$ cat config.mk
export PLATFORM = sky130hd
export DESIGN_NAME = psv_div_cell
export DESIGN_NICKNAME = d
export VERILOG_FILES = /design/src/rtl/psv_div_cell.sv
export SDC_FILE = /design/constraint.sdc
export NUM_CORES = 1
export LEC_CHECK = 0
export ABC_AREA = 1
export BUFFER_PORTS_ARGS = -buffer_cell sky130_fd_sc_hd__buf_2
export CORE_MARGIN = 2
export CORE_UTILIZATION = 35
export CTS_CLUSTER_DIAMETER = 150
export CTS_CLUSTER_SIZE = 30
export DETAILED_ROUTE_END_ITERATION = 12
export SETUP_SLACK_MARGIN = 0.3
export SYNTH_ARGS = -nofsm -noshare
export SYNTH_HDL_FRONTEND = slang
export SYNTH_SLANG_ARGS = --single-unit
$ cat constraint.sdc
create_clock -name aclk -period 1.65 [get_ports aclk]
set_input_delay 0.0825 -clock aclk [delete_from_list [all_inputs] [get_ports aclk]]
set_output_delay 0.0825 -clock aclk [all_outputs]
set_load 0.01 [all_outputs]
$ cat src/rtl/psv_div_cell.sv
// One restoring-division cell: a single quotient bit per cycle while en is high.
// Uses no package items; chained by the top level.
module psv_div_cell #(
    parameter int DW = 12,
    parameter int QW = 32
) (
    input  logic          aclk,
    input  logic          en,
    input  logic [DW-1:0] rem_i,
    input  logic [QW-1:0] nq_i,
    input  logic [DW-1:0] den_i,
    output logic [DW-1:0] rem_o,
    output logic [QW-1:0] nq_o,
    output logic [DW-1:0] den_o
);
    logic [DW:0]   t;
    logic [DW:0]   diff;
    logic          ge;
    logic [DW-1:0] rem_reg;
    logic [QW-1:0] nq_reg;
    logic [DW-1:0] den_reg;

    assign t    = {rem_i, nq_i[QW-1]};
    assign ge   = t >= {1'b0, den_i};
    assign diff = t - {1'b0, den_i};

    // take the next numerator bit from the top, shift the quotient bit in at the bottom
    always_ff @(posedge aclk) begin
        if (en) begin
            rem_reg <= ge ? diff[DW-1:0] : t[DW-1:0];
            nq_reg  <= {nq_i[QW-2:0], ge};
            den_reg <= den_i;
        end
    end

    assign rem_o = rem_reg;
    assign nq_o  = nq_reg;
    assign den_o = den_reg;
endmodule

; ---- Word level (Yosys, flattened, before mapping)
; Cells that the tools add are included.
[classes]
magnitude_cmp = 1
n_addsub = 1
n_mux = 1
[ops]
columns = operator, count
row1 = $ge A13 B12 Y1, 1
row2 = $mux W12, 1
row3 = $sub A12 B12 Y12, 1
[word_totals]
word_cells = 6
reg_bits = 56
out_inout_bits = 56
inputBits = 58

; ---- Depth between registers and ports, before layout
; Gate-level depths: netlist (run 1).
[depth]
depth_word = 2
mapped_depth = 11
ltp_nobuf = 11

; ---- Worst setup path after synthesis (run 1)
; No wires, ideal clock.
[synth_timing]
path_type = input to register
start = input port den_i[8]
end = register rem_reg[6] (netlist: rem_o[6]) (data pin)
n_path_buf = 1
t_arrival_ns = 1.295
path_stages = 11
setup_ns = 0.253
slack_ns = 0.102
cell_sequence = inv_1 > ha_1 > nand2_2 > inv_1 > nand2_1 > nand2_2 > a21oi_4 > nand3_4 > buf_12 > nand2_2 > nand2_1
[synth_between]
elab_chain_cells = 2
[synth_rtl]
columns = element, line
row1 = from (decl), 11  ; input logic [DW-1:0] den_i,
row2 = $ge A13 B12 Y1, 24  ; assign ge = t >= {1'b0, den_i};
row3 = named net ge, 18  ; logic ge;
row4 = $mux W12, 30  ; rem_reg <= ge ? diff[DW-1:0] : t[DW-1:0];
row5 = to (signal assigned), 30
row6 = to (decl), 19  ; logic [DW-1:0] rem_reg;
; The timed path passes the listed nets, and every way through them passes these cells.
; A chain may end at the register's enable or synchronous reset.

; ---- Final worst setup path (run 1)
[layout_timing]
start = input port rem_i[5]
end = register rem_reg[1] (netlist: rem_o[1]) (data pin)
[layout_between]
elab_chain_cells = 2
[layout_rtl]
columns = element, line
row1 = from (decl), 9  ; input logic [DW-1:0] rem_i,
row2 = $ge A13 B12 Y1, 24
row3 = $mux W12, 30
; No other way between the ends.

==> flow_metrics.py, run 1 <==
metrics = {
    "hold_path": {
        "min_path_type": "in -> reg",
    },
    "die": {
        "core_mm2": 0.00761,
        "start_util_pct": 35.5,
        "die_h_um": 91.9,
        "rows": 32,
        "io_pins": 114,
        "die_width_um": 91.9,
        "die-area_mm2": 0.00844,
    },
    "global_routing": {
        "track_usage_pct": 15.7,
        "grt_pass1_vias": 2241,
        "grt_overflow": 0,
        "antenna_found_initial": 0,
        "grt_pass1_wl_um": 10500,
        "grt_max_degree": 43,
    },
    "place": {
        "pre_cts_slack_ps": -97.4,
        "hpwl_um": 4670,
        "dpl_cell_area_mm2": 0.00362,
        "placed_cells": 463,
        "io_buffers": 113,
        "globalplace.congestion": 0.853,
    },
    "route": {
        "wl_um": 7000,
        "drt_iter0_drc": 115,
        "antenna_left": 0,
        "drtPass1Iterations": 4,
        "vias": 2344,
        "drcViolationCount": 0,
        "routed_via_density": 4.52,
        "avgRoutedWirePerCell_um": 13.5,
    },
    "cells_and_area": {
        "num_antenna_cells": 0,
        "fin_cells": 519,
        "area_delta_synth_final_pct": 57.7,
        "nNetsFinal": 487,
        "final_area_mm2": 0.00426,
        "drive_gt1_share_pct": 46.0,
        "final_core_util_pct": 56.1,
    },
    "yosys": {
        "synthTopCellsByCount": "nand2_1 (61), edfxtp_1 (56), inv_1 (43), ha_1 (12)",
        "syn_nets": 310,
        "synth_top_area_share_pct": 62.2,
        "ys_seq_elements": 56,
        "ys_warn_count": 0,
        "netlist-cell-type-count": 25,
        "syn_avg_cell_area_um2": 11.3,
        "synth-edff-count": 56,
        "ys_seq_area_share_pct": 62.2,
        "yosysTopAreaCell": "edfxtp_1",
        "synth_ff_type": "edfxtp_1",
        "synth_most_common_cell": "nand2_1",
        "async_flop_share_pct": 0,
        "synth.area.top_cells": "edfxtp_1 (62%), nand2_1 (8.5%), inv_1 (6.0%), ha_1 (5.6%), nand3_2 (2.2%)",
        "synthCells": 239,
        "syn_area_mm2": 0.00270,
    },
    "sta": {
        "grt_setup_unrepaired": "yes",
        "setup-violations-final": 0,
        "min_period_over_period_pct": 78.4,
        "fin_hold_ws_ps": 64.1,
        "layout_min_cycle_time_ps": 1290,
        "timing.final.ws_setup_ps": 357,
        "setup_tns_ps": 0,
        "fmax_ghz": 0.773,
        "tightest_slew_ps": 391,
        "slew-limit-headroom_pct": 73.9,
        "slew_viol_final": 0,
        "finalHoldViolCount": 0,
    },
    "power_and_ir_drop": {
        "pwr-share-comb_pct": 25.9,
        "leakage_nw": 1.95,
        "ir_drop_mv": 0.350,
        "power.density_mw_per_mm2": 794,
        "swShare_pct": 28.0,
        "p_sw_uw": 948,
        "p_clk_share_pct": 22.3,
        "seqPwrFrac_pct": 51.8,
        "p_int_mw": 2.44,
        "p_total_mw": 3.39,
    },
    "critical_path": {
        "worstSetupPathType": "in -> reg",
        "start_kind": "primary input",
        "critPathCaptureType": "flip-flop",
        "cp.arrival_ps": 1370,
        "cp.required_ps": 1720,
        "path_max_fanout": 5,
    },
    "clock_tree": {
        "clk_path_buf_depth": 2,
        "clk_pin_slew_ps": 100,
        "tritoncts.num_buffers": 5,
        "cts_root_buf": "clkbuf_8",
        "cts_sinks": 56,
        "cts.htree.levels": 2,
        "cts_tree": "built",
    },
    "job": {
        "drv_cap": 0,
    },
    "status": {
        "status": "completed",
    },
}
## cells in the final DEF (no fill, tap or decap), types with 8 or more instances in the layout
cell type / Yosys / routed
buf_4: 0 / 12
inv_1: 43 / 36
nand2_2: 5 / 12
nand4_1: 9 / 9
dlygate4sd3_1: 0 / 42
ha_4: 0 / 10
edfxtp_1: 56 / 56
nand2_1: 61 / 52
buf_2: 0 / 111
nand3_2: 6 / 8
## per-layer routing
metal	global-route usage (%)	share of wire, %	vias up
met5	0	0	-
met4	3.98	0.81	0
met3	3.86	6.9	5
met2	28.6	50	85
met1	18.6	42	1099
li1	-	-	1155
## power groups by stage
stage | Clock, mW | Sequential, mW | Combinational, mW
after global placement | 0 | 1.78 | 0.738
after detailed placement | 0 | 1.78 | 0.750
after floorplan | 0 | 1.87 | 0.349
after CTS | 0.785 | 1.75 | 0.843
after global routing | 0.837 | 1.77 | 0.964
final | 0.755 | 1.75 | 0.878
## registers in the layout, indices dropped and copies added, names as in the netlist
signal	flops
den_o	12
nq_o	32
rem_o	12
## kinds of logic after synthesis
logic type	Yosys count	share of synthesized area, %
adders and majority gates	13	6.29
DFF	56	62.2
buffers and inverters	46	6.99
and+or+nand+nor	108	19.9
xor gates and xnor gates	6	1.94
AOI/OAI and AO/OA	10	2.68
## path summary, 6_finish.rpt
kind / from / endpoint / slack, ps / cells after the start
max: rem_i[5] / rem_o[1] / 360 / 10
min: den_i[1] / den_o[1] / 60 / 2
## worst max-delay path, stage by stage
cell and delay, ps:
buf_2 120, ha_4 250, nand2_1 70, nand2_2 60, nand2_2 70, nand2_4 60, a21oi_4 290, nand3_4 180
nand2_1 100, o21ai_0 70
## layout make-up
class / count / area (um2)
clock inverters: 2 / 16.3
multi-input cells: 140 / 1070
inverters: 45 / 189
clock buffers: 6 / 72.6
fillers: 679 / 3340
flip-flops and latches: 56 / 1680
well taps: 102 / 128
repair buffers: 168 / 1110
## timing repair
item / CTS / global route
endpoints found under the hold margin: 40 / 2
hold buffers: 40 / 2
endpoints found under the setup margin: 12 / 12
setup buffers: 0 / 3
gates cloned: 3 / 0
resized for setup: 5 / 22
pin swaps: 5 / 15
Power figures use the tool's default switching activity.
==> run 2, diff against run 1 <==
--- a/config.mk
+++ b/config.mk
@@ -5,7 +5,7 @@
 export SDC_FILE = /design/constraint.sdc
 export NUM_CORES = 1
 export LEC_CHECK = 0
-export ABC_AREA = 1
+export ABC_AREA = 0
 export BUFFER_PORTS_ARGS = -buffer_cell sky130_fd_sc_hd__buf_2
 export CORE_MARGIN = 2
 export CORE_UTILIZATION = 35
==> constraint.sdc (replaced) <==
create_clock -name aclk -period 1 [get_ports aclk]
set_input_delay 0.05 -clock aclk [delete_from_list [all_inputs] [get_ports aclk]]
set_output_delay 0.05 -clock aclk [all_outputs]
set_load 0.01 [all_outputs]
==> run 2 against run 1 <==
Effect of this change: the run now ends with setup timing left; critical path depth down 1; via count fell by 12%; worst setup slack lost 1300 ps; critical endpoint is now rem_o[5].
==> flow_metrics.py, run 2 <==
metrics = {
    "place": {
        "placed_cells": 409,
        "globalplace.congestion": 0.788,
        "io_buffers": 113,
        "hpwl_um": 4200,
    },
    "route": {
        "drtPass1Iterations": 4,
        "wl_um": 6330,
        "antenna_left": 0,
        "drt_iter0_drc": 88,
        "drcViolationCount": 0,
        "avgRoutedWirePerCell_um": 13.7,
        "routed_via_density": 4.47,
        "vias": 2060,
    },
    "critical_path": {
        "cp.arrival_ps": 2030,
        "start_kind": "primary input",
        "cp.required_ps": 1060,
        "path_max_fanout": 6,
        "cpPeakStageDelay_ps": 320,
        "worstSetupPathType": "in -> reg",
        "crit_buf_inv": 2,
        "cp_cell_sequence": "buf_8 > ha_4 > nor2b_4 > o31a_1 > o31a_1 > o311a_4 > nor4_4 > buf_6 > mux2_4",
        "cp_top_family": "compound AO/OA/AOI/OAI gates",
        "critPathCaptureType": "flip-flop",
        "path_common_cell": "o31a_1",
        "worst_path_max_delay_cell": "o311a_4",
    },
    "sta": {
        "fmax_ghz": 0.507,
        "finalHoldViolCount": 0,
        "min_period_over_period_pct": 197,
        "layout_min_cycle_time_ps": 1970,
        "tightest_slew_ps": 356,
        "slew_viol_final": 0,
        "setup-violations-final": 13,
        "grt_setup_unrepaired": "yes",
        "slew-limit-headroom_pct": 76.1,
        "timing.final.ws_setup_ps": -974,
    },
    "power_and_ir_drop": {
        "power.density_mw_per_mm2": 1350,
        "leakage_nw": 1.86,
        "ir_drop_mv": 0.659,
    },
    "yosys": {
        "synthCells": 164,
        "syn_avg_cell_area_um2": 15.5,
        "async_flop_share_pct": 0,
        "netlist-cell-type-count": 36,
        "syn_area_mm2": 0.00254,
        "synth-edff-count": 56,
        "syn_nets": 235,
        "synth.area.top_cells": "edfxtp_1 (66%), ha_1 (5.9%), mux2_4 (4.1%), inv_1 (2.2%), nand3_1 (1.8%)",
        "yosysTopAreaCell": "edfxtp_1",
        "synth_top_area_share_pct": 66.3,
        "ys_warn_count": 0,
        "ys_seq_area_share_pct": 66.3,
        "ys_seq_elements": 56,
        "synthTopCellsByCount": "edfxtp_1 (56), inv_1 (15), ha_1 (12), nand3_1 (9), nor2_1 (9)",
        "synth_ff_type": "edfxtp_1",
        "synth_most_common_cell": "edfxtp_1",
    },
    "global_routing": {
        "grt_pass1_wl_um": 8910,
        "track_usage_pct": 14.8,
        "antenna_found_initial": 0,
        "grt.busiest_layer": "met2",
        "grt_pass1_vias": 1955,
        "grt_use_met3_pct": 3.79,
        "grt_max_degree": 57,
        "grt_overflow": 0,
        "grtUsageMet1_pct": 16.9,
        "met2_usage_pct": 27.3,
    },
    "clock_tree": {
        "cts_root_buf": "clkbuf_8",
        "cts_tree": "built",
        "tritoncts.num_buffers": 5,
        "clk_path_buf_depth": 2,
        "cts.htree.levels": 2,
        "clk_pin_slew_ps": 100,
        "cts_sinks": 56,
    },
    "cells_and_area": {
        "nNetsFinal": 432,
        "final_core_util_pct": 59.1,
        "drive_gt1_share_pct": 50.0,
        "final_cell_mix": "buf_2 (94), edfxtp_1 (56), dlygate4sd3_1 (42), buf_4 (33), buf_6 (20)",
        "area_delta_synth_final_pct": 66.3,
        "largest_reg_flops": 32,
        "num_antenna_cells": 0,
        "layout_commonest_cell": "buf_2",
        "fin_cells": 461,
    },
    "die": {
        "die-area_mm2": 0.00795,
        "core_mm2": 0.00714,
        "die_width_um": 89.1,
        "start_util_pct": 35.6,
        "io_pins": 114,
        "die_h_um": 89.1,
        "rows": 31,
    },
    "job": {
        "drv_cap": 0,
    },
    "hold_path": {
        "min_path_type": "in -> reg",
    },
    "status": {
        "status": "finished with violations",
        "violations": "setup timing",
    },
}
-- run 2: cell count changes after synthesis, moves of 4 or more --
cell     before  now
inv_1        43   15
mux2_4        0    7
nand2_1      61    4
nand2_2       5    0
nand3_2       6    0
nand4_1       9    0
nor2b_1       0    4
xnor2_1       1    5
-- run 2: where the power goes --
group	internal (mW)	switching [mW]
Clock	0.504	0.747
Sequential	2.85	0.0714
Combinational	0.898	0.641
Total	4.25	1.46
-- run 2: per-stage QoR --
| step | hold slack [ps] | area [um2] | setup WS, ps | setup TNS (ps) | power [mW] |
|---|---|---|---|---|---|
| floorplan | 149 | 2570 | -1210 | -14720 | 3.62 |
| detailed placement | 228 | 3520 | -1380 | -16960 | 4.23 |
| finish | 29.8 | 4220 | -974 | -11960 | 5.71 |
| global placement | 227 | 3520 | -1330 | -16510 | 4.21 |
| CTS | 26.0 | 4110 | -986 | -12100 | 5.68 |
| global route | 22.6 | 4220 | -1020 | -12630 | 6.01 |
-- run 2: repair_timing --
| action | CTS | global route |
|---|---|---|
| setup buffers | 2 | 0 |
| hold endpoints to repair | 42 | 0 |
| pin swaps | 0 | 1 |
| resized for setup | 17 | 19 |
| setup endpoints to repair | 69 | 69 |
| hold buffers | 42 | 0 |
-- run 2: logic make-up after synthesis --
kind of cell / synth area share, %
AOI/OAI and AO/OA: 7.20
xor gates and xnor gates: 2.76
adders and majority gates: 6.71
buffers and inverters: 2.96
DFF: 66.3
muxes: 6.66
and+or+nand+nor: 7.45
-- run 2: layout make-up --
class | instances | area [um2]
fill | 565 | 2920
sequential | 56 | 1680
timing repair buffer | 192 | 1410
multi-input combinational | 91 | 848
tap | 99 | 124
clock buffer | 5 | 68.8
inverter | 15 | 61.3
clock inverter | 3 | 22.5
-- run 2: worst paths after layout --
| check | slack [ps] | depth (start not counted) | endpoint | startpoint |
|---|---|---|---|---|
| worst max-delay path | -970 | 9 | rem_o[5] | rem_i[0] |
| worst min-delay path | 30 | 2 | den_o[1] | den_i[1] |
-- run 2: routing by layer --
layer	wire (um)	vias to the layer above	share of wire, %
li1	-	1011	-
met1	2630	958	42
met2	3130	85	49
met3	486	6	7.7
met4	82	0	1.3
met5	0	-	0
==> run 3, diff against run 2 <==
--- a/config.mk
+++ b/config.mk
@@ -12,7 +12,7 @@
 export CTS_CLUSTER_DIAMETER = 150
 export CTS_CLUSTER_SIZE = 30
 export DETAILED_ROUTE_END_ITERATION = 12
-export SETUP_SLACK_MARGIN = 0.3
+export SETUP_SLACK_MARGIN = 0.4
 export SYNTH_ARGS = -nofsm -noshare
 export SYNTH_HDL_FRONTEND = slang
 export SYNTH_SLANG_ARGS = --single-unit
==> run 3 against run 2 <==
Effect of this change: the run ends with hold timing, setup timing left; largest cell class unchanged; sequential share of layout area increased by 4.7 points; cell count down 8.9%; critical path type unchanged; die area unchanged; highest routed layer unchanged.
==> flow_metrics.py, run 3 (synthesis results as in run 2) <==
metrics = {
    "status": {
        "status": "finished with violations",
        "violations": "hold timing, setup timing",
    },
    "critical_path": {
        "cp.required_ps": 1060,
        "start_kind": "primary input",
        "cp.arrival_ps": 2030,
        "worstSetupPathType": "in -> reg",
        "critPathCaptureType": "flip-flop",
        "path_max_fanout": 6,
    },
    "global_routing": {
        "track_usage_pct": 13.4,
        "antenna_found_initial": 0,
        "grt_max_degree": 57,
        "grt_overflow": 0,
        "grt_pass1_wl_um": 8020,
        "grt_pass1_vias": 1730,
    },
    "route": {
        "routed_via_density": 4.53,
        "vias": 1902,
        "antenna_left": 0,
        "wl_um": 5450,
        "drcViolationCount": 0,
        "drtPass1Iterations": 4,
        "drt_iter0_drc": 59,
        "avgRoutedWirePerCell_um": 13.0,
    },
    "sta": {
        "grt_setup_unrepaired": "yes",
        "fmax_ghz": 0.506,
        "slew_viol_final": 0,
        "tightest_slew_ps": 356,
        "fin_hold_ws_ps": -83.5,
        "slew-limit-headroom_pct": 76.1,
        "min_period_over_period_pct": 197,
        "finalHoldViolCount": 41,
        "layout_min_cycle_time_ps": 1970,
        "setup-violations-final": 13,
        "timing.final.ws_setup_ps": -974,
    },
    "cells_and_area": {
        "largest_reg_flops": 32,
        "num_antenna_cells": 0,
        "final_area_mm2": 0.00377,
        "final_cell_mix": "buf_2 (99), edfxtp_1 (56), buf_4 (33), buf_6 (16), inv_1 (13)",
        "layout_commonest_cell": "buf_2",
        "area_delta_synth_final_pct": 48.8,
        "drive_gt1_share_pct": 56.4,
        "nNetsFinal": 391,
    },
    "die": {
        "core_mm2": 0.00714,
        "start_util_pct": 35.6,
        "die-area_mm2": 0.00795,
        "die_width_um": 89.1,
        "die_h_um": 89.1,
        "io_pins": 114,
        "rows": 31,
    },
    "hold_path": {
        "min_path_type": "in -> reg",
    },
    "place": {
        "globalplace.congestion": 0.788,
        "pre_cts_slack_ps": -1380,
        "io_buffers": 113,
        "hpwl_um": 4200,
        "dpl_cell_area_mm2": 0.00352,
    },
    "clock_tree": {
        "cts_root_buf": "clkbuf_8",
        "tritoncts.num_buffers": 5,
        "cts_tree": "built",
        "cts_sinks": 56,
        "clk_pin_slew_ps": 100,
        "clk_path_buf_depth": 2,
        "cts.htree.levels": 2,
    },
    "power_and_ir_drop": {
        "leakage_nw": 1.68,
        "power.density_mw_per_mm2": 1470,
        "ir_drop_mv": 0.651,
    },
    "job": {
        "drv_cap": 0,
    },
}
==> run 3: worst max-delay path, stage by stage <==
cell and delay, ps:
buf_8 80, clkinv_4 40, ha_4 200, nor2b_4 120, o31a_1 260, o31a_1 270, o311a_4 320, nor4_4 190
buf_6 200, mux2_4 300
==> run 3: repair_timing <==
action | CTS | global route
setup endpoints to repair | 69 | 69
setup buffers | 2 | 0
gates resized for setup | 17 | 13
hold endpoints to repair | 42 | 42
pin swaps | 0 | 1
==> run 3: metrics by stage <==
| step | utilization [%] | power (mW) | cells | setup TNS (ps) |
|---|---|---|---|---|
| floorplan | - | 3.62 | 164 | -14720 |
| CTS | 51.7 | 5.55 | 419 | -12100 |
| global route | 52.9 | 5.84 | 420 | -12670 |
| global placement | 49.3 | 4.21 | 409 | -16510 |
| detailed placement | 49.3 | 4.23 | 409 | -16960 |
| finish | 52.9 | 5.54 | 420 | -11970 |
==> run 3: layer usage <==
metal	global-route usage (%)	vias to the layer above	wire, um
li1	-	930	-
met1	15.6	887	2320
met2	24.0	81	2620
met5	0	-	0
met3	3.51	4	442
met4	4.07	0	68
==> run 3: final cells by class <==
type                       instances  area, um2
inverter                          15       61.3
fill                             636       3360
multi-input combinational         91        848
tap                               99        124
clock inverter                     3       22.5
timing repair buffer             151        968
sequential                        56       1680
clock buffer                       5       68.8
==> run 3: where the power goes <==
group,total (mW),internal (mW),switching [mW]
Combinational,1.38,0.774,0.607
Sequential,2.91,2.85,0.0599
Clock,1.24,0.504,0.741
Total,5.54,4.13,1.41
==> run 3: worst paths after layout <==
path | end | slack, ps | from | depth (start not counted)
worst max-delay path | rem_o[5] | -970 | den_i[1] | 10
worst min-delay path | nq_o[27] | -80 | nq_i[26] | 1
